===== config.mk =====
export PLATFORM = sky130hd
export DESIGN_NAME = sensor_frame_decoder
export DESIGN_NICKNAME = d
export VERILOG_FILES = /design/src/rtl/sfd_pkg.sv /design/src/rtl/sfd_front.sv /design/src/rtl/sfd_queue.sv /design/src/rtl/sfd_back.sv /design/src/rtl/sensor_frame_decoder.sv
export VERILOG_INCLUDE_DIRS = /design/src /design/src/rtl
export SDC_FILE = /design/constraint.sdc
export NUM_CORES = 1
export LEC_CHECK = 0
export BUFFER_PORTS_ARGS = -buffer_cell sky130_fd_sc_hd__buf_4
export CAP_MARGIN = 0
export CORE_AREA = 5 5 263 265
export DETAILED_ROUTE_END_ITERATION = 6
export DIE_AREA = 0 0 268 270
export PLACE_DENSITY_LB_ADDON = 0.12
export RECOVER_POWER = 25
export SLEW_MARGIN = 40
export SYNTH_ARGS = -nofsm -noshare
export SYNTH_HDL_FRONTEND = slang
export SYNTH_HIERARCHICAL = 1
export SYNTH_SLANG_ARGS = --single-unit

===== constraint.sdc =====
create_clock -name clk -period 11.9 [get_ports clk]
set_input_delay 1.785 -clock clk [delete_from_list [all_inputs] [get_ports clk]]
set_output_delay 1.785 -clock clk [all_outputs]
set_load 0.03 [all_outputs]

===== src/rtl/assert_macros.svh =====
// assertion helpers, compiled out for synthesis
`ifndef ASSERT_MACROS_SVH
`define ASSERT_MACROS_SVH
`ifndef SYNTHESIS
`define SFD_ASSERT(lbl, prop, msg) \
	lbl: assert property (@(posedge clk) disable iff (!arst_n) (prop)) else $error(msg);
`define SFD_NEVER(lbl, expr, msg) \
	lbl: assert property (@(posedge clk) disable iff (!arst_n) !(expr)) else $error(msg);
`else
`define SFD_ASSERT(lbl, prop, msg)
`define SFD_NEVER(lbl, expr, msg)
`endif
`endif


===== src/rtl/sfd_pkg.sv =====
package sfd_pkg;

	localparam int HEADER_BYTES = 12;
	localparam int MIN_FRAME    = HEADER_BYTES + 2;
	localparam int PLEN_W       = 6;
	localparam int QUEUE_DEPTH  = 4;
	localparam int QPTR_W       = $clog2(QUEUE_DEPTH);
	localparam int QCNT_W       = $clog2(QUEUE_DEPTH + 1);

	localparam logic [15:0] CRC_INIT = 16'hFFFF;
	localparam logic [15:0] CRC_POLY = 16'h1021;
	localparam logic [7:0]  SYNC_FIRST_RST  = 8'hAA;
	localparam logic [7:0]  SYNC_SECOND_RST = 8'h55;

	typedef enum logic [2:0] {
		ST_OK    = 3'd0,
		ST_SHORT = 3'd1,
		ST_SYNC  = 3'd2,
		ST_CRC   = 3'd3,
		ST_LONG  = 3'd4
	} status_t;

	typedef enum logic {
		CFG_SYNC_FIRST  = 1'b0,
		CFG_SYNC_SECOND = 1'b1
	} cfg_idx_t;

	typedef enum logic {
		PH_PAY  = 1'b0,
		PH_STAT = 1'b1
	} phase_t;

	typedef struct packed {
		logic [7:0] in_byte;
		logic       in_last;
	} sfd_in_t;

	typedef struct packed {
		logic              out_kind;
		logic              out_last;
		logic [7:0]        out_byte;
		logic [2:0]        frame_status;
		logic [7:0]        node_id;
		logic [7:0]        sensor_type;
		logic [63:0]       timestamp;
		logic [PLEN_W-1:0] payload_len;
	} sfd_res_t;

	// one queue entry: an optional payload byte followed by an optional status
	typedef struct packed {
		logic              pay_vld;
		logic [7:0]        pay_byte;
		logic              stat_vld;
		status_t           status;
		logic [7:0]        node;
		logic [7:0]        stype;
		logic [63:0]       ts;
		logic [PLEN_W-1:0] plen;
	} sfd_job_t;

	// crc-16/ccitt-false over one byte, msb first
	function automatic logic [15:0] crc16_byte(input logic [15:0] crc, input logic [7:0] b);
		logic [15:0] c;
		c = crc ^ {b, 8'h00};
		for (int k = 0; k < 8; k++) begin
			if (c[15]) begin
				c = {c[14:0], 1'b0} ^ CRC_POLY;
			end else begin
				c = {c[14:0], 1'b0};
			end
		end
		return c;
	endfunction

endpackage


===== src/rtl/sfd_front.sv =====
module sfd_front #(
	parameter int MAX_FRAME = 64
) (
	input  logic              clk,
	input  logic              arst_n,
	input  logic              wr_en,
	input  sfd_pkg::cfg_idx_t wr_index,
	input  logic [7:0]        wr_data,
	input  logic              accept,
	input  sfd_pkg::sfd_in_t  item,
	output logic              job_push,
	output sfd_pkg::sfd_job_t job
);
	import sfd_pkg::*;

	localparam int PW = $clog2(MAX_FRAME + 1);

	logic [7:0]  sync_first_q, sync_second_q;
	logic [PW-1:0] pos_q, pos_n;
	logic [15:0] crc_q, crc_n;
	logic [7:0]  dly0_q, dly1_q, dly0_n, dly1_n;
	logic        sync_ok_q, sync_ok_n;
	logic [7:0]  node_q, node_n, stype_q, stype_n;
	logic [63:0] ts_q, ts_n;
	logic        ovf_q, ovf_n;
	logic [2:0]  lane;
	logic        pay_vld;
	status_t     status;
	logic [PLEN_W-1:0] plen;

	always_ff @(posedge clk or negedge arst_n) begin
		if (!arst_n) begin
			sync_first_q  <= SYNC_FIRST_RST;
			sync_second_q <= SYNC_SECOND_RST;
		end else if (wr_en) begin
			unique case (wr_index)
				CFG_SYNC_FIRST:  sync_first_q  <= wr_data;
				CFG_SYNC_SECOND: sync_second_q <= wr_data;
				default: ;
			endcase
		end
	end

	assign lane = pos_q[2:0] - 3'd4;

	always_comb begin
		pos_n     = pos_q;
		crc_n     = crc_q;
		dly0_n    = dly0_q;
		dly1_n    = dly1_q;
		sync_ok_n = sync_ok_q;
		node_n    = node_q;
		stype_n   = stype_q;
		ts_n      = ts_q;
		ovf_n     = ovf_q;
		pay_vld   = 1'b0;
		if (pos_q >= PW'(MAX_FRAME)) begin
			ovf_n = 1'b1;
		end else begin
			if (pos_q >= PW'(2)) begin
				crc_n = crc16_byte(crc_q, dly0_q);
			end
			// the byte leaving the delay line is payload once past the header
			pay_vld = (pos_q >= PW'(MIN_FRAME));
			dly0_n  = dly1_q;
			dly1_n  = item.in_byte;
			if (pos_q == PW'(0)) begin
				sync_ok_n = sync_ok_q && (item.in_byte == sync_first_q);
			end else if (pos_q == PW'(1)) begin
				sync_ok_n = sync_ok_q && (item.in_byte == sync_second_q);
			end else if (pos_q == PW'(2)) begin
				node_n = item.in_byte;
			end else if (pos_q == PW'(3)) begin
				stype_n = item.in_byte;
			end else if (pos_q < PW'(HEADER_BYTES)) begin
				ts_n[{lane, 3'b000} +: 8] = item.in_byte;
			end
			pos_n = pos_q + PW'(1);
		end
	end

	always_comb begin
		plen = '0;
		if (pos_n < PW'(MIN_FRAME)) begin
			status = ST_SHORT;
		end else if (ovf_n) begin
			status = ST_LONG;
		end else begin
			plen = PLEN_W'(pos_n - PW'(MIN_FRAME));
			if (!sync_ok_n) begin
				status = ST_SYNC;
			end else if ({dly1_n, dly0_n} != crc_n) begin
				status = ST_CRC;
			end else begin
				status = ST_OK;
			end
		end
	end

	always_comb begin
		job.pay_vld  = pay_vld;
		job.pay_byte = pay_vld ? dly0_q : 8'h00;
		job.stat_vld = item.in_last;
		job.status   = status;
		job.node     = node_n;
		job.stype    = stype_n;
		job.ts       = ts_n;
		job.plen     = plen;
		job_push     = accept && (pay_vld || item.in_last);
	end

	always_ff @(posedge clk or negedge arst_n) begin
		if (!arst_n) begin
			pos_q     <= '0;
			crc_q     <= CRC_INIT;
			dly0_q    <= '0;
			dly1_q    <= '0;
			sync_ok_q <= 1'b1;
			node_q    <= '0;
			stype_q   <= '0;
			ts_q      <= '0;
			ovf_q     <= 1'b0;
		end else if (accept) begin
			if (item.in_last) begin
				pos_q     <= '0;
				crc_q     <= CRC_INIT;
				dly0_q    <= '0;
				dly1_q    <= '0;
				sync_ok_q <= 1'b1;
				node_q    <= '0;
				stype_q   <= '0;
				ts_q      <= '0;
				ovf_q     <= 1'b0;
			end else begin
				pos_q     <= pos_n;
				crc_q     <= crc_n;
				dly0_q    <= dly0_n;
				dly1_q    <= dly1_n;
				sync_ok_q <= sync_ok_n;
				node_q    <= node_n;
				stype_q   <= stype_n;
				ts_q      <= ts_n;
				ovf_q     <= ovf_n;
			end
		end
	end

endmodule


===== src/rtl/sfd_queue.sv =====
`include "assert_macros.svh"

module sfd_queue (
	input  logic              clk,
	input  logic              arst_n,
	input  logic              wr_en,
	input  sfd_pkg::sfd_job_t wr_job,
	output logic              full,
	input  logic              rd_en,
	output sfd_pkg::sfd_job_t rd_job,
	output logic              empty
);
	import sfd_pkg::*;

	sfd_job_t          slot_q [QUEUE_DEPTH];
	logic [QPTR_W-1:0] wr_ptr_q, rd_ptr_q;
	logic [QCNT_W-1:0] cnt_q;

	assign full   = (cnt_q == QCNT_W'(QUEUE_DEPTH));
	assign empty  = (cnt_q == '0);
	assign rd_job = slot_q[rd_ptr_q];

	always_ff @(posedge clk) begin
		if (wr_en) begin
			slot_q[wr_ptr_q] <= wr_job;
		end
	end

	always_ff @(posedge clk or negedge arst_n) begin
		if (!arst_n) begin
			wr_ptr_q <= '0;
			rd_ptr_q <= '0;
			cnt_q    <= '0;
		end else begin
			if (wr_en) begin
				wr_ptr_q <= wr_ptr_q + QPTR_W'(1);
			end
			if (rd_en) begin
				rd_ptr_q <= rd_ptr_q + QPTR_W'(1);
			end
			if (wr_en && !rd_en) begin
				cnt_q <= cnt_q + QCNT_W'(1);
			end else if (rd_en && !wr_en) begin
				cnt_q <= cnt_q - QCNT_W'(1);
			end
		end
	end

	`SFD_NEVER(a_cnt_bound, cnt_q > QCNT_W'(QUEUE_DEPTH), "queue count beyond depth")
	`SFD_ASSERT(a_no_overrun, wr_en |-> (cnt_q != QCNT_W'(QUEUE_DEPTH)), "write into full queue")
	`SFD_ASSERT(a_no_underrun, rd_en |-> (cnt_q != '0), "read from empty queue")

endmodule


===== src/rtl/sfd_back.sv =====
`include "assert_macros.svh"

module sfd_back (
	input  logic              clk,
	input  logic              arst_n,
	input  sfd_pkg::sfd_job_t q_job,
	input  logic              q_empty,
	output logic              q_rd,
	output logic              empty,
	input  logic              pop,
	output sfd_pkg::sfd_res_t result
);
	import sfd_pkg::*;

	sfd_job_t job_q;
	logic     job_vld_q, job_vld_n;
	phase_t   phase_q, phase_n;
	logic     xfer, done;

	assign empty = !job_vld_q;
	assign xfer  = pop && job_vld_q;
	// a transfer in the payload phase finishes the entry unless a status follows
	assign done  = xfer && !(phase_q == PH_PAY && job_q.stat_vld);
	assign q_rd  = (!job_vld_q || done) && !q_empty;

	always_comb begin
		job_vld_n = job_vld_q;
		phase_n   = phase_q;
		if (q_rd) begin
			job_vld_n = 1'b1;
			phase_n   = q_job.pay_vld ? PH_PAY : PH_STAT;
		end else if (done) begin
			job_vld_n = 1'b0;
		end else if (xfer) begin
			phase_n = PH_STAT;
		end
	end

	always_ff @(posedge clk or negedge arst_n) begin
		if (!arst_n) begin
			job_vld_q <= 1'b0;
			phase_q   <= PH_PAY;
		end else begin
			job_vld_q <= job_vld_n;
			phase_q   <= phase_n;
		end
	end

	always_ff @(posedge clk) begin
		if (q_rd) begin
			job_q <= q_job;
		end
	end

	always_comb begin
		result = '0;
		if (phase_q == PH_STAT) begin
			result.out_kind     = 1'b1;
			result.out_last     = 1'b1;
			result.frame_status = job_q.status;
			result.node_id      = job_q.node;
			result.sensor_type  = job_q.stype;
			result.timestamp    = job_q.ts;
			result.payload_len  = job_q.plen;
		end else begin
			result.out_last = !job_q.stat_vld;
			result.out_byte = job_q.pay_byte;
		end
	end

	`SFD_ASSERT(a_job_nonempty, job_vld_q |-> (job_q.pay_vld || job_q.stat_vld), "empty entry held")
	`SFD_ASSERT(a_stat_phase, (job_vld_q && phase_q == PH_STAT) |-> job_q.stat_vld, "status phase without status")
	`SFD_ASSERT(a_pay_then_stat, (xfer && phase_q == PH_PAY && job_q.stat_vld) |=> (job_vld_q && phase_q == PH_STAT), "status lost after payload")

endmodule


===== src/rtl/sensor_frame_decoder.sv =====
// channel   | handshake          | payload
// ----------+--------------------+----------------------------------------
// bytes in  | push / full        | item   (in_byte, in_last)
// results   | empty / pop        | result (kind, last, byte, status, header)
// config    | wr_en              | wr_index, wr_data (sync bytes)
//
// one byte taken per cycle unless the queue is full; crc of the leaving byte
// and the status checks settle in the front stage in that cycle
// a byte that releases a payload byte and ends the frame gives two results,
// payload byte then status; a four-entry queue between front and back absorbs
// this; each result is held in a queue slot, then in the back entry register
// arst_n clears frame state and the queue and loads the sync bytes 0xaa / 0x55
// full rises only when the queue is full, so back-pressure on pop stalls push
module sensor_frame_decoder #(
	parameter int MAX_FRAME = 64
) (
	input  logic              clk,
	input  logic              arst_n,
	input  logic              push,
	output logic              full,
	input  sfd_pkg::sfd_in_t  item,
	output logic              empty,
	input  logic              pop,
	output sfd_pkg::sfd_res_t result,
	input  logic              wr_en,
	input  sfd_pkg::cfg_idx_t wr_index,
	input  logic [7:0]        wr_data
);
	import sfd_pkg::*;

	logic     accept;
	logic     job_push;
	sfd_job_t job_in, job_out;
	logic     q_empty, q_rd;

	assign accept = push && !full;

	sfd_front #(
		.MAX_FRAME(MAX_FRAME)
	) u_front (
		.clk     (clk),
		.arst_n  (arst_n),
		.wr_en   (wr_en),
		.wr_index(wr_index),
		.wr_data (wr_data),
		.accept  (accept),
		.item    (item),
		.job_push(job_push),
		.job     (job_in)
	);

	sfd_queue u_queue (
		.clk   (clk),
		.arst_n(arst_n),
		.wr_en (job_push),
		.wr_job(job_in),
		.full  (full),
		.rd_en (q_rd),
		.rd_job(job_out),
		.empty (q_empty)
	);

	sfd_back u_back (
		.clk    (clk),
		.arst_n (arst_n),
		.q_job  (job_out),
		.q_empty(q_empty),
		.q_rd   (q_rd),
		.empty  (empty),
		.pop    (pop),
		.result (result)
	);

endmodule


# Yosys cells after proc, flatten, opt, wreduce, memory -nomap -nowiden
# Memory sizes are Yosys's and may differ from the RTL's.
# Cells that the tools add are included.
# totals
register_bits,244
mem_bits_rw,396
in_bits,23
out_inout_bits,101
elab_cells,163
memories,1
# classes
add_sub_neg,8
magnitude_cmp,5
n_eq_ne,8
shifts,2
muxes,78
bitwise_logic,11
reduce_logical,27
# memory_table
memory,words,width,rd,rd_ports_with_merged_regs,wr,line,source
u_queue.slot_q,4,99,1,0,1,sfd_queue.sv:15,sfd_job_t slot_q [QUEUE_DEPTH];
# ops
cell,count
$mux W64,7
$mux W16,17
$mux W8,17
$mux W13,8
$mux W89,1
$bwmux W64,1
$shift A8 B8 Y64 const A,1
$shiftx A8 B8 Y64,1
$not A3 Y3,8
$mux W1,17
$eq A8 B8 Y1,2
$ne A16 B16 Y1,1
$xor A16 B16 Y16,1
$mux W3,5
$eq A7 B2 Y1 const B,2
$lt A7 B4 Y1 const B,2
$mux W7,2
$mux W6,2
$logic_and A1 B1 Y1,10
$neg A6 Y8,1
$add A7 B1 Y7 const B,1
$eq A7 B1 Y1 const B,1
$ge A7 B2 Y1 const B,1
$ge A7 B4 Y1 const B,1
other kinds (16),29

# Longest topological paths before layout
# Gate-level depths: netlist of the first run.
# logic_depth
depth_word,38
mapped_depth,12
depth_no_buf,10

# Modules after synthesis
# The synthesis of the first run kept the hierarchy.
# by_module_without_submodules
mod,n_inst,cells_each,area_per_inst_um2,seq_area_each_um2
sfd_queue,1,551,14687.8,12066.6
sfd_front,1,870,7936.4,3459.6
sfd_back,1,217,3743.6,2992.9
sensor_frame_decoder,1,1,13.8,0.0

# Worst setup path before layout of the first run
# No wires, ideal clock.
# synth_timing
kind,input-to-reg
startpoint,input port pop
endpoint,register u_queue.cnt_q[1]
setup_ns,0.125
arrival_time_ns,8.057
setup_slack_ns,3.718
cell_stages,7
path_buffers,0
path_cell_list,nand2_1 > a21oi_1 > inv_1 > ha_1 > inv_1 > fa_1 > mux2_2
# synth_via
elab_chain_cells,7
# synth_rtl
item,line,source
from (decl),sensor_frame_decoder.sv:23,"input logic pop,"
$logic_and A1 B1 Y1 *,sfd_back.sv:21,assign xfer = pop && job_vld_q;
$logic_and A1 B1 Y1 *,sfd_back.sv:23,assign done = xfer && !(phase_q == PH_PAY && job_q.stat_vld);
$logic_or A1 B1 Y1 *,sfd_back.sv:24,assign q_rd = (!job_vld_q || done) && !q_empty;
$logic_and A1 B1 Y1 *,sfd_back.sv:24,
named net q_rd,sensor_frame_decoder.sv:34,"logic q_empty, q_rd;"
$logic_not A1 Y1,sfd_queue.sv:41,if (wr_en && !rd_en) begin
$logic_and A1 B1 Y1,sfd_queue.sv:41,
$mux W3 or $reduce_bool A2 Y1 (tied branches),--,
to (signal assigned),sfd_queue.sv:42,cnt_q <= cnt_q + QCNT_W'(1);
to (signal assigned),sfd_queue.sv:44,cnt_q <= cnt_q - QCNT_W'(1);
to (decl),sfd_queue.sv:17,logic [QCNT_W-1:0] cnt_q;
# Mark *: on every way through the listed nets, which the timed path passes. The rest lies on a longest branch.
# A chain may end at the register's enable or synchronous reset.

# Worst setup path after layout of the first run
# layout_timing
startpoint,register u_back.phase_q
endpoint,register u_queue.rd_ptr_q[1]
# layout_via
elab_chain_cells,6
# layout_rtl
item,line,source
from (decl),sfd_back.sv:17,"phase_t phase_q, phase_n;"
from (signal assigned),sfd_back.sv:45,phase_q <= phase_n;
$not A1 Y1,sfd_back.sv:23,
$logic_and A1 B1 Y1,sfd_back.sv:23,
$logic_not A1 Y1,sfd_back.sv:23,
$logic_and A1 B1 Y1,sfd_back.sv:23,
$logic_or A1 B1 Y1,sfd_back.sv:24,
$logic_and A1 B1 Y1,sfd_back.sv:24,
named net q_rd,sensor_frame_decoder.sv:34,
to (signal assigned),sfd_queue.sv:39,rd_ptr_q <= rd_ptr_q + QPTR_W'(1);
to (decl),sfd_queue.sv:16,"logic [QPTR_W-1:0] wr_ptr_q, rd_ptr_q;"
# The timed path passes the listed nets, and every way through them passes these cells.

==> out/results.txt, run 1 <==
Of the total synthesized cell area, the portion taken by AND, OR, NAND and NOR gates is 7.522%. Broken down by cell family, the worst path's largest delay share belongs to buffers and inverters. Of the available clock period, the critical path in the final layout requires 54.75%. The final reports fail on max-capacitance violations, max-slew violations. The flow ran to the end, but the final reports show violations. For this run the aggregate overflow at the end of global routing stands at 0. Proportion of synthesized chip area in sequential cells: 70.20%. The tools report the number of max-slew violations in the final report as 431. Deepest clock path buffer count: 3. The startpoint identified for the worst hold timing path is u_front/ts_q[21].

The tools report the worst path setup slack after routing as 5.385 ns. The initial core utilization was 39.63%. The number of cells on the worst reg-to-reg path is 8. The tools report the final-report hold violation count as 0. The net count of the finished layout is 1806. For this run, the leading register cell type out of synthesis is sky130_fd_sc_hd__edfxtp_1. The number of port buffers was 123; the multiplexer share of the synthesized area was 10.73%. The highest fanout seen on the critical path is 72. Dividing total power by cell area gives a power density of 251.7 nW/um^2. The fmax is 153.5 MHz. The average vias per placed instance came out at 5.184.

VDD sags by at most 0.1250 mV. In the final routed layout, each cell accounts on average for 21.96 um. The clock insertion delay at the later pin of the skew report is 0.60 ns. The via count of the first global-routing pass was 14637; the final weighted congestion in routability-driven placement was 0.8007.

The post-cts gate resize count was 0. The xor/xnor cell area share of the yosys netlist works out to 3.088%. The tools report the worst setup timing slack at the placement stage as 7.271 ns. The area taken by flip-flops and latches came out at 18520 sq um.

Compared with the post-synthesis result, the final layout area differs by 14.78%. Once detail routing completed, the nets flagged for antenna violations numbered 0. STA puts the critical path data required time at 12.31 ns.

Setup repair after global routing left no endpoint under its margin. Shortest clock period the worst path allows after layout: 6.515 ns. Counting both buffers and inverters, the worst setup path holds a total of 3.

The root cell of the clock tree was sky130_fd_sc_hd__clkbuf_16. The startpoint identified for the worst register-to-register timing path is u_back/phase_q. Summing the areas of all fa, ha and maj instances in the mapped netlist gives 0.7399% of the synthesized area. Yosys mapped a number of flops with a built-in enable equal to 494. The run gives 95 as the number of standard-cell rows in the floorplan. The total setup buffers inserted after CTS is 0, and the pin slew with the least headroom to its limit is 4.650 ns. The logs give 5 for the number of search-and-repair iterations in the first detailed-routing pass and 16.34% for the total track usage.

Summing the areas of all compound-gate instances in the mapped netlist gives 5.492% of the synthesized area. After synthesis the cells add up to 26380 sq um. Measured along the x axis, the die boundary spans 268 um. Setup violations remaining at the end of the flow were counted as 0. Of all flip-flops after synthesis, the portion carrying an async set or reset was 22.81%. Post-detailed-route DRC marker count: 0.

Of the cells placed in the final design, the portion with a size suffix greater than 1 is 22.34%. The average cell area after synthesis is 16.10 sq um, and the floorplan die area is 72360 sq um. The synthesized instance count is 1639, and the largest net degree at the start of global routing is 81. The count of filler cells inserted in the layout was 5831; the area of the multi-input gates was 7287 sq um.

The delay contributed by the slowest stage of the critical path works out to 1.61 ns. Setup total negative slack on the finished layout was measured at 0 ns. The static leakage is 10.79 nW, and the count of synthesis-stage warnings from yosys is 6. The cell repeated most along the worst path is sky130_fd_sc_hd__clkbuf_1. In this run the tightest slew margin relative to its limit is -210.0%. The logs give 0 for the final antenna diode count and 6.93 ns for the signal arrival time at the worst endpoint. The path with the worst hold slack has its endpoint at u_front/ts_q[21]. TritonCTS built the clock tree.

The floorplan step defined a core boundary enclosing 66560 sq um. After clock tree synthesis, the clock-pin slew on the worst setup and hold paths is 0.06 ns. 124 I/O pins were placed. The routed layout has 13992 vias. In this run, the number of DRC markers left after iteration 0 of detailed routing was 1022. The path class of the tightest hold or removal check is flip-flop to flip-flop.

The maximum level of the CTS H-tree was 3. The tools report the final wirelength as 59270 um. The die span in y was 270 um. Hold repair after CTS inserted 0 buffers. By startpoint and endpoint, the worst setup path is classified as flip-flop to flip-flop. The first global-routing pass estimated 90910 um of wire.

The library cell contributing the largest single delay on the critical path was sky130_fd_sc_hd__clkbuf_1. Across the run, the number of max-cap violations was 10. The design draws 7.621 mW. Flip-flop and latch count after synthesis: 640. The worst register-to-register path has a setup slack of 5.38 ns.

Traced cell by cell, the critical path runs through clkbuf_1, nand2b_1, nand2_1, a21oi_1, clkbuf_1, clkbuf_1, nand2_1, xnor2_1. Kind of capture point of the worst setup path: a flip-flop. Initial antenna violation count: 1. After synthesis, the largest family of logic cells by area is multiplexers. Counting instances, the worst hold path has a depth of 2. Yosys mapped the design onto 64 distinct sky130hd cell types.

Cells fill 45.49% of the core in the end. STA classifies the critical path startpoint as a flip-flop. The post-synth net total is 1677, and the number of sinks driven by the clock tree is 640. The number of clock buffers added by TritonCTS is 70. Critical register-to-register path endpoint: u_queue/rd_ptr_q[1]. Half-perimeter wire length after detailed placement: 36180 um. The tools report the worst-case clock skew as 0.02195 ns.
cell families after synthesis:
kind of cell,after synthesis
adder cells (fa/ha/maj),15
buffers and inverters,113
multiplexers,154
XOR/XNOR,80
AO/OA/AOI/OAI,234
AND/OR/NAND/NOR,403
flip-flops,640
cell usage after synthesis, drive strengths merged (8+ instances only):
master,instances,share of area [%]
nand2,193,2.7
dfrtp,121,11
xor2,19,0.63
o21ai,141,2.8
buf,47,1.3
o22a,10,0.33
inv,29,0.41
dfstp,25,2.5
nor2,39,0.58
a21oi,18,0.34
and2,104,2.5
nand2b,11,0.29
and3,11,0.26
ha,14,0.66
edfxtp,494,56
a22o,22,0.73
xnor2,54,1.8
nor2b,9,0.24
o22ai,8,0.19
mux2i,15,0.57
clkbuf,37,0.53
mux4,99,8.5
mux2,40,1.7
area by class of cell:
type	instances	area share, %
Clock buffer	112	6.884
Clock inverter	18	0.4958
Inverter	29	0.3595
Multi-Input combinational cell	886	24.06
Sequential cell	640	61.16
Tap cell	873	3.607
Timing Repair Buffer	141	3.434
stage by stage:
| step | std cells | area [sq um] | hold WS, ns |
|---|---|---|---|
| after detailed placement | 2567 | 28110 | 0.4671 |
| final | 2699 | 30280 | 0.4775 |
| after global placement | 2567 | 28070 | 0.4580 |
| after floorplan | 1639 | 26380 | 0.4460 |
| after global routing | 2699 | 30280 | 0.4987 |
| after CTS | 2697 | 30350 | 0.4794 |
cells in the final DEF, fill, tap and decap left out, drive strengths merged, types with 6 or more instances in the layout:
cell and n:
dfstp 25, xor2 19, xnor2 54, nor2b 9
and3 11, o22ai 8, and2 104, edfxtp 494
nand2 193, clkinv 14, mux2 40, o21ai 141
a21oi 18, nor2 39, buf 130, mux4 99
clkbuf 123, nand2b 11, ha 14, dfrtp 121
mux2i 15, inv 31, a22o 22, nand3 7
o31ai 6, o22a 10
sequential cells by signal (all words and copies together), names as in the netlist:
name / count
u_back/job_q: 98
u_back/job_vld_q: 1
u_back/phase_q: 1
u_front/crc_q: 16
u_front/dly0_q: 8
u_front/dly1_q: 8
u_front/node_q: 8
u_front/ovf_q: 1
u_front/pos_q: 7
u_front/stype_q: 8
u_front/sync_first_q: 8
u_front/sync_ok_q: 1
u_front/sync_second_q: 8
u_front/ts_q: 64
u_queue/cnt_q: 3
u_queue/rd_ptr_q: 2
u_queue/slot_q: 396
u_queue/wr_ptr_q: 2
worst reg2reg max path, delay by kind of cell (launching register included):
kind	cells	cell delay, ns
AO/OA/AOI/OAI	1	0.18
XOR/XNOR	1	0.28
AND/OR/NAND/NOR	3	0.64
buffers and inverters	3	4.22
flip-flops	1	1.03
power breakdown:
part	internal, mW	total (mW)	switching [mW]
sequential	2.95	3.18	0.220
combinational	0.991	2.35	1.36
clock	1.25	2.09	0.845
worst max path at each step:
stage / startpoint / to / slack (ns) / cells past startpoint
after floorplan: pop / u_queue/cnt_q[1] / 3.72 / 7
after global placement: push / u_queue/slot_q[0][60] / 7.06 / 6
after detailed placement: push / u_queue/slot_q[0][60] / 7.27 / 6
after CTS: u_back/phase_q / result[53] / 7.70 / 3
after global routing: u_back/phase_q / u_queue/rd_ptr_q[1] / 4.39 / 8
final: u_back/phase_q / u_queue/rd_ptr_q[1] / 5.38 / 8
metal layers:
layer | vias to the layer above | global-route usage, % | share of wire, %
li1 | 6411 | - | -
met2 | 281 | 26.40 | 48
met1 | 7221 | 23.10 | 46
met3 | 79 | 2.469 | 3.8
met4 | 0 | 4.989 | 2.2
met5 | - | 0 | 0
(Power assumes the default switching activity.)
==> inputs of run 2 (changes only) <==
- clock period: 11.9 -> 6 ns (I/O delays scaled with it)
==> run 2 against run 1 <==
- the run still ends with max-capacitance violations, max-slew violations left
- core utilization up 0.39 points
- critical path type unchanged
- sequential cell count unchanged
- highest routed layer unchanged
- clock skew is 0.0027 ns lower
- sequential power grew 98%
==> out/results.txt, run 2 (synthesis results as in run 1) <==
The instance area at placement was 28210 sq um (+0.34%). The first-iteration detailed-routing DRC count was 1044 (+2.2%); the highest fanout seen on the critical path was 52 (-28%). The logs give 1809 (+0.17%) for the count of nets after finishing and 0 (unchanged) for the remaining global-route overflow.

For the number of standard cells in the layout, taps in and fillers out, the log shows 2700 (+0.037%). The peak ir drop on the vdd network was 0.2324 mV (+86%); the number of nets with antenna violations after detailed routing was 0 (unchanged). Static leakage: 10.89 nW (+0.94%). Area of the multi-input gates: 7298 sq um (+0.15%). The run gives 0 (unchanged) as the total setup buffers inserted after CTS. The kind of capture point of the worst setup path was a flip-flop. The number of flip-flops under the largest register name is 396 (unchanged). For the half-perimeter wire length after detailed placement, the log shows 36810 um (+1.7%).

The root cell of the clock tree is sky130_fd_sc_hd__clkbuf_16. The count of filler cells inserted in the layout is 5819 (-0.21%). The post-cts hold buffer count is 0 (unchanged).

The core outline area is 66560 sq um (unchanged). Setup repair after global routing left no endpoint under its margin. The final-report hold violation count is 0 (unchanged), and the ratio of final minimum period to clock period is 75.42% (+21 points). The checks that failed: max-capacitance violations, max-slew violations. The via count of the first global-routing pass came out at 14876 (+1.6%). The run gives 3 (unchanged) as the deepest clock path buffer count. The critical path required time came out at 6.22 ns (-6.09 ns). The worst slew margin relative to its limit was -106.9% (+100 points); the die span in x was 268 um (unchanged). The clock insertion delay at the later pin of the skew report came out at 0.60 ns (about the same). The buffer and inverter count on the worst path is 3 (unchanged), and the number of standard-cell rows in the floorplan is 95 (unchanged). The area taken by flip-flops and latches is 18520 sq um (about the same), and the floorplan die area is 72360 sq um (unchanged). The shortest clock period the worst path allows after layout is 4.525 ns (-1.991 ns), and the total negative slack is 0 ns (unchanged). The clock edge transition at the registers on the reported setup and hold paths is 0.06 ns (about the same). For the count of max-cap constraint violations, the log shows 4 (-6). Final wirelength: 60120 um (+1.4%).

The total via count after detailed routing is 14056 (+0.46%), and the total of endpoints with negative setup slack in the final report is 0 (unchanged). The tools report the maximum level of the CTS H-tree as 3 (unchanged). The largest registers in the layout are u_queue/slot_q x396, u_back/job_q x98, u_front/ts_q x64.

The number of search-and-repair iterations in the first detailed-routing pass is 5 (unchanged). The post-layout instance area was 30540 sq um (+0.86%); the post-cts gate resize count was 0 (unchanged). Ranked by flip-flop count, first place goes to u_queue/slot_q. The number of buffers created by CTS is 69 (-1.4%), and the total track usage is 16.66% (+0.32 points). Among all stages on the critical path, the largest delay is contributed by sky130_fd_sc_hd__clkbuf_1.

The total power divided by cell area works out to 501.3 nW/um^2 (+99%). The logs give 39.63% (unchanged) for the initial core utilization and 0 (-1) for the initial antenna violation count. The run gives 92360 um (+1.6%) as the global-route wire length before repair. From synthesis to final layout, the design area changed by 15.76%.

The pin slew with the least headroom to its limit works out to 3.104 ns (-1.546 ns). The run gives 221.0 MHz (+44%) as the fmax. The delay contributed by the slowest stage of the critical path was 2.21 ns (+0.60 ns); the worst-case clock skew was 0.01926 ns (-0.002684 ns). The tools report the number of placed cells counting well taps as 2573 (+0.23%).

Number of port buffers: 123 (unchanged). By instance count, the cell type seen most on the critical path is sky130_fd_sc_hd__clkbuf_1. The largest net degree at the start of global routing came out at 100 (+23%). TritonCTS built the clock tree.

The die span in y is 270 um (unchanged). In this design, the largest share of critical-path delay is due to buffers and inverters. Number of max-slew violations in the final report: 147 (-66%).

The run gives 4.75 ns (-2.18 ns) as the signal arrival time at the worst endpoint. The run gives 0.8060 (+0.66%) as the final weighted congestion in routability-driven placement. The flow ran to the end, but the final reports show violations. The average vias per placed instance is 5.206 (+0.42%).

Critical path class: flip-flop to flip-flop. For the post-detailed-route DRC marker count, the log shows 0 (unchanged). The fraction of layout cells with a size suffix above 1 works out to 22.73% (+0.38 points).

The library cells used most frequently in the layout, excluding fill and tap cells, are sky130_fd_sc_hd__edfxtp_1, sky130_fd_sc_hd__nand2_1, sky130_fd_sc_hd__o21ai_0. The wire length per cell works out to 22.27 um (+1.4%). For the number of sinks driven by the clock tree, the log shows 640 (unchanged). The tools report the launching element type of the critical path as a flip-flop. Leaving out fill and tap cells, the most frequent cell in the layout is sky130_fd_sc_hd__edfxtp_1. The tools report the I/O pin total as 124 (unchanged).

Traced cell by cell, the critical path runs through nor3_1, clkbuf_1, a21oi_4, clkbuf_1, buf_4. The path class of the tightest hold or removal check is flip-flop to flip-flop.
-- run 2: changes by cell type in the layout (fill, tap and decap cells not counted), sizes merged --
cell | before | now
clkinv | 14 | 17
clkinvlp | 0 | 1
buf | 130 | 137
clkbuf | 123 | 106
inv | 31 | 30
diode | 0 | 1
bufinv | 2 | 9
-- run 2: worst paths after layout --
path                             startpoint          endpoint  slack [ns]  cells after the start
max in group asynchronous            arst_n  u_front/ts_q[63]        3.59                      2
min in group asynchronous            arst_n    u_back/phase_q        0.92                      1
min reg2reg                u_front/ts_q[52]  u_front/ts_q[52]        0.48                      2
max reg2reg                u_queue/cnt_q[0]  u_back/job_q[57]        1.48                      5
max                        u_queue/cnt_q[0]  u_back/job_q[57]        1.48                      5
min                        u_front/ts_q[52]  u_front/ts_q[52]        0.48                      2
-- run 2: worst register-to-register path, delay by kind of cell (launching register included) --
kind	cells	cell delay [ns]
simple gates	1	0.09
compound gates	1	0.24
flops	1	0.43
buf+inv	3	3.32
-- run 2: power by group --
| group | total (mW) | internal [mW] | switching [mW] |
|---|---|---|---|
| combinational | 4.65 | 1.91 | 2.74 |
| clock | 4.36 | 2.69 | 1.67 |
| sequential | 6.30 | 5.87 | 0.428 |
-- run 2: final cells by class --
| class | instances | share of cell area [%] |
|---|---|---|
| Tap cell | 873 | 3.577 |
| Multi-Input combinational cell | 886 | 23.90 |
| Clock buffer | 98 | 6.485 |
| Inverter | 29 | 0.3564 |
| Antenna cell | 1 | 0.008194 |
| Sequential cell | 640 | 60.65 |
| Clock inverter | 28 | 1.233 |
| Timing Repair Buffer | 145 | 3.790 |
-- run 2: per-stage QoR --
step | hold slack (ns) | utilization (%) | power, mW | setup WS [ns]
after global placement | 0.4623 | 42.28 | 11.09 | 2.566
after detailed placement | 0.4696 | 42.38 | 11.15 | 2.376
after floorplan | 0.4460 | - | 9.630 | 1.005
after CTS | 0.1724 | 45.92 | 15.57 | 2.344
final | 0.4770 | 45.88 | 15.31 | 1.475
after global routing | 0.4956 | 45.88 | 16.12 | 1.102
-- run 2: metal layers --
| layer | global-route usage, % | part of all wire [%] | vias up |
|---|---|---|---|
| met1 | 23.37 | 45 | 7284 |
| met3 | 2.669 | 4.4 | 61 |
| met2 | 27.58 | 49 | 291 |
| li1 | - | - | 6420 |
| met4 | 3.902 | 1.6 | 0 |
| met5 | 0 | 0 | - |
==> inputs of run 3 (changes only) <==
- clock period: 6 -> 4.6 ns (I/O delays scaled with it)
==> run 3 against run 2 <==
- the flow still finishes with violations (max-capacitance violations, max-slew violations)
- die area is the same
- clock-buffer cell count fell by 5
- sequential cell count unchanged
- core utilization about the same
- register-to-register slack lost 0.90 ns
- maximum frequency rose by 12%
- hold slack worse by 0.37 ns
- via count is 0.65% higher
- critical endpoint is now u_back/job_q[66]
==> out/results.txt, run 3 (synthesis results as in run 1) <==
The flow ran to the end, but the final reports show violations. The checks that failed: max-capacitance violations, max-slew violations. The tools report the worst path setup slack after routing as 0.5708 ns (-0.9043 ns). The count of max-cap constraint violations came out at 4 (unchanged). The largest net degree at the start of global routing was 101 (+1.0%). The total power divided by cell area came out at 654.9 nW/um^2 (+31%). The cell family contributing the most delay on the critical path was flip-flops.

Tracing the worst setup path back leads to its startpoint at u_queue/rd_ptr_q[1]. The wire length per cell was 22.55 um (+1.3%); the total negative slack was 0 ns (unchanged). The launching element type of the critical path was a flip-flop. The root cell of the clock tree was sky130_fd_sc_hd__clkbuf_16. The final-report hold violation count was 0 (unchanged). The maximum level of the CTS H-tree is 3 (unchanged), and the final worst hold slack is 0.1088 ns (-0.3682 ns).

The logs give 16.85% (+0.19 points) for the total track usage and 60990 um (+1.4%) for the final wirelength. Total of endpoints with negative setup slack in the final report: 0 (unchanged). The initial core utilization came out at 39.63% (unchanged). For the final antenna diode count, the log shows 0 (-1). The global-route wire length before repair was 92960 um (+0.64%). The I/O pin total came out at 124 (unchanged). The buffer and inverter count on the worst path came out at 1 (-2). The tools report the number of standard cells in the layout, taps in and fillers out as 2705 (+0.19%).

The average vias per placed instance is 5.230 (+0.47%). The instance area at placement is 28270 sq um (+0.24%). Among all stages on the critical path, the largest delay is contributed by sky130_fd_sc_hd__dfrtp_1.

The signal arrival time at the worst endpoint was 4.34 ns (-0.41 ns). Ratio of final minimum period to clock period: 87.59% (+12 points). Die span in y: 270 um (unchanged). The logs give 0.8236 (+2.2%) for the final weighted congestion in routability-driven placement and 248.2 MHz (+12%) for the fmax. Post-layout instance area: 30550 sq um (about the same). For the total via count after detailed routing, the log shows 14148 (+0.65%).

In the final layout, the registers with the most flip-flops are u_queue/slot_q x396, u_back/job_q x98, u_front/ts_q x64. The worst setup path is of the flip-flop to flip-flop kind. Setup repair after global routing left no endpoint under its margin. The post-synthesis to final-layout area growth came out at 15.78% (about the same). Static leakage: 10.91 nW (+0.17%).

The commonest non-fill, non-tap cell in the layout was sky130_fd_sc_hd__edfxtp_1. The remaining global-route overflow is 0 (unchanged), and the number of stages on the worst setup path is 2 (-3). Leaving out fill and tap cells, the most frequent cells in the layout are sky130_fd_sc_hd__edfxtp_1, sky130_fd_sc_hd__nand2_1, sky130_fd_sc_hd__o21ai_0.

The number of buffers created by CTS came out at 70 (+1.4%). The tools report the final design utilization as 45.89% (about the same). The post-cts hold buffer count is 0 (unchanged). The tools report the count of nets after finishing as 1813 (+0.22%).

The worst slew margin relative to its limit is -67.07% (+40 points). The run gives 20.00 mW (+31%) as the final total power. Number of nets with antenna violations after detailed routing: 0 (unchanged). For the worst setup timing slack at the placement stage, the log shows 0.9272 ns (-1.448 ns). The logs give 66560 sq um (unchanged) for the core outline area and 95 (unchanged) for the number of standard-cell rows in the floorplan. Logic depth of the worst register-to-register path: 2 (-3).

u_queue/slot_q holds more flip-flops than any other register. TritonCTS built the clock tree. The number of sinks driven by the clock tree is 640 (unchanged). In this run the critical register-to-register path is launched from u_queue/rd_ptr_q[1]. The clock edge transition at the registers on the reported setup and hold paths is 0.06 ns (about the same), and the critical path required time is 4.91 ns (-1.31 ns). The die span in x is 268 um (unchanged), and the worst-case clock skew is 0.02838 ns (+0.009113 ns). The first-iteration detailed-routing DRC count was 1097 (+5.1%); the via count of the first global-routing pass was 14868 (-0.054%). The fraction of layout cells with a size suffix above 1 works out to 23.25% (+0.53 points). The clock insertion delay at the later pin of the skew report is 0.61 ns (about the same). The total setup buffers inserted after CTS was 0 (unchanged). The peak ir drop on the vdd network was 0.3410 mV (+47%); the number of search-and-repair iterations in the first detailed-routing pass was 7 (+2). The logs give 1 (+1) for the initial antenna violation count and 3 (unchanged) for the deepest clock path buffer count.

The pin slew with the least headroom to its limit was 2.506 ns (-0.5975 ns). The min-delay analysis places its worst path in the category input pin to asynchronous set/reset pin. STA classifies the critical path endpoint as a flip-flop. For the half-perimeter wire length after detailed placement, the log shows 37420 um (+1.7%). The shortest clock period the worst path allows after layout came out at 4.029 ns (-0.4957 ns). The post-cts gate resize count is 0 (unchanged), and the number of placed cells counting well taps is 2575 (+0.078%). The run gives 0 (unchanged) as the post-detailed-route DRC marker count. The number of max-slew violations in the final report is 215 (+46%).

Highest fanout seen on the critical path: 55 (+5.8%). The number of flip-flops under the largest register name came out at 396 (unchanged). The number of port buffers was 123 (unchanged). The delay contributed by the slowest stage of the critical path came out at 2.03 ns (-0.18 ns). The critical path goes through clkbuf_4, mux4_2. The run gives 0.57 ns (-0.90 ns) as the register-to-register setup slack. The floorplan die area was 72360 sq um (unchanged).
run 3: cell types whose count changed in the layout (fill, tap and decap cells not counted), sizes merged:
cell      change
clkbuf        -4
clkinvlp      +2
clkinv        +4
buf           +2
diode         -1
inv           +4
bufinv        -2
run 3: area by class of cell:
type	count	area, sq um
multi-input cells	886	7281
well taps	873	1092
flip-flops and latches	640	18520
clock inverters	36	412.9
clock buffers	93	1911
inverters	29	108.9
repair buffers	148	1217
fillers	5804	36020
run 3: report_power, final:
| group | total, mW | internal [mW] | switching [mW] |
|---|---|---|---|
| combinational | 6.11 | 2.54 | 3.57 |
| clock | 5.62 | 3.35 | 2.27 |
| sequential | 8.27 | 7.65 | 0.621 |
| total | 20.0 | 13.5 | 6.46 |
run 3: path summary, 6_finish.rpt:
kind / end
worst min register to register: u_front/node_q[0]
worst min-delay path: u_queue/cnt_q[0]
min in group clk: u_front/sync_first_q[4]
worst max register to register: u_back/job_q[66]
worst max-delay path: u_back/job_q[66]
max in group asynchronous: u_front/ts_q[21]
run 3: routing by layer:
layer / routed length [um] / vias up / GRT usage, %
li1: - / 6433 / -
met1: 26930 / 7326 / 23.51
met2: 29900 / 317 / 27.62
met3: 3003 / 72 / 3.079
met4: 1159 / 0 / 4.171
met5: 0 / - / 0
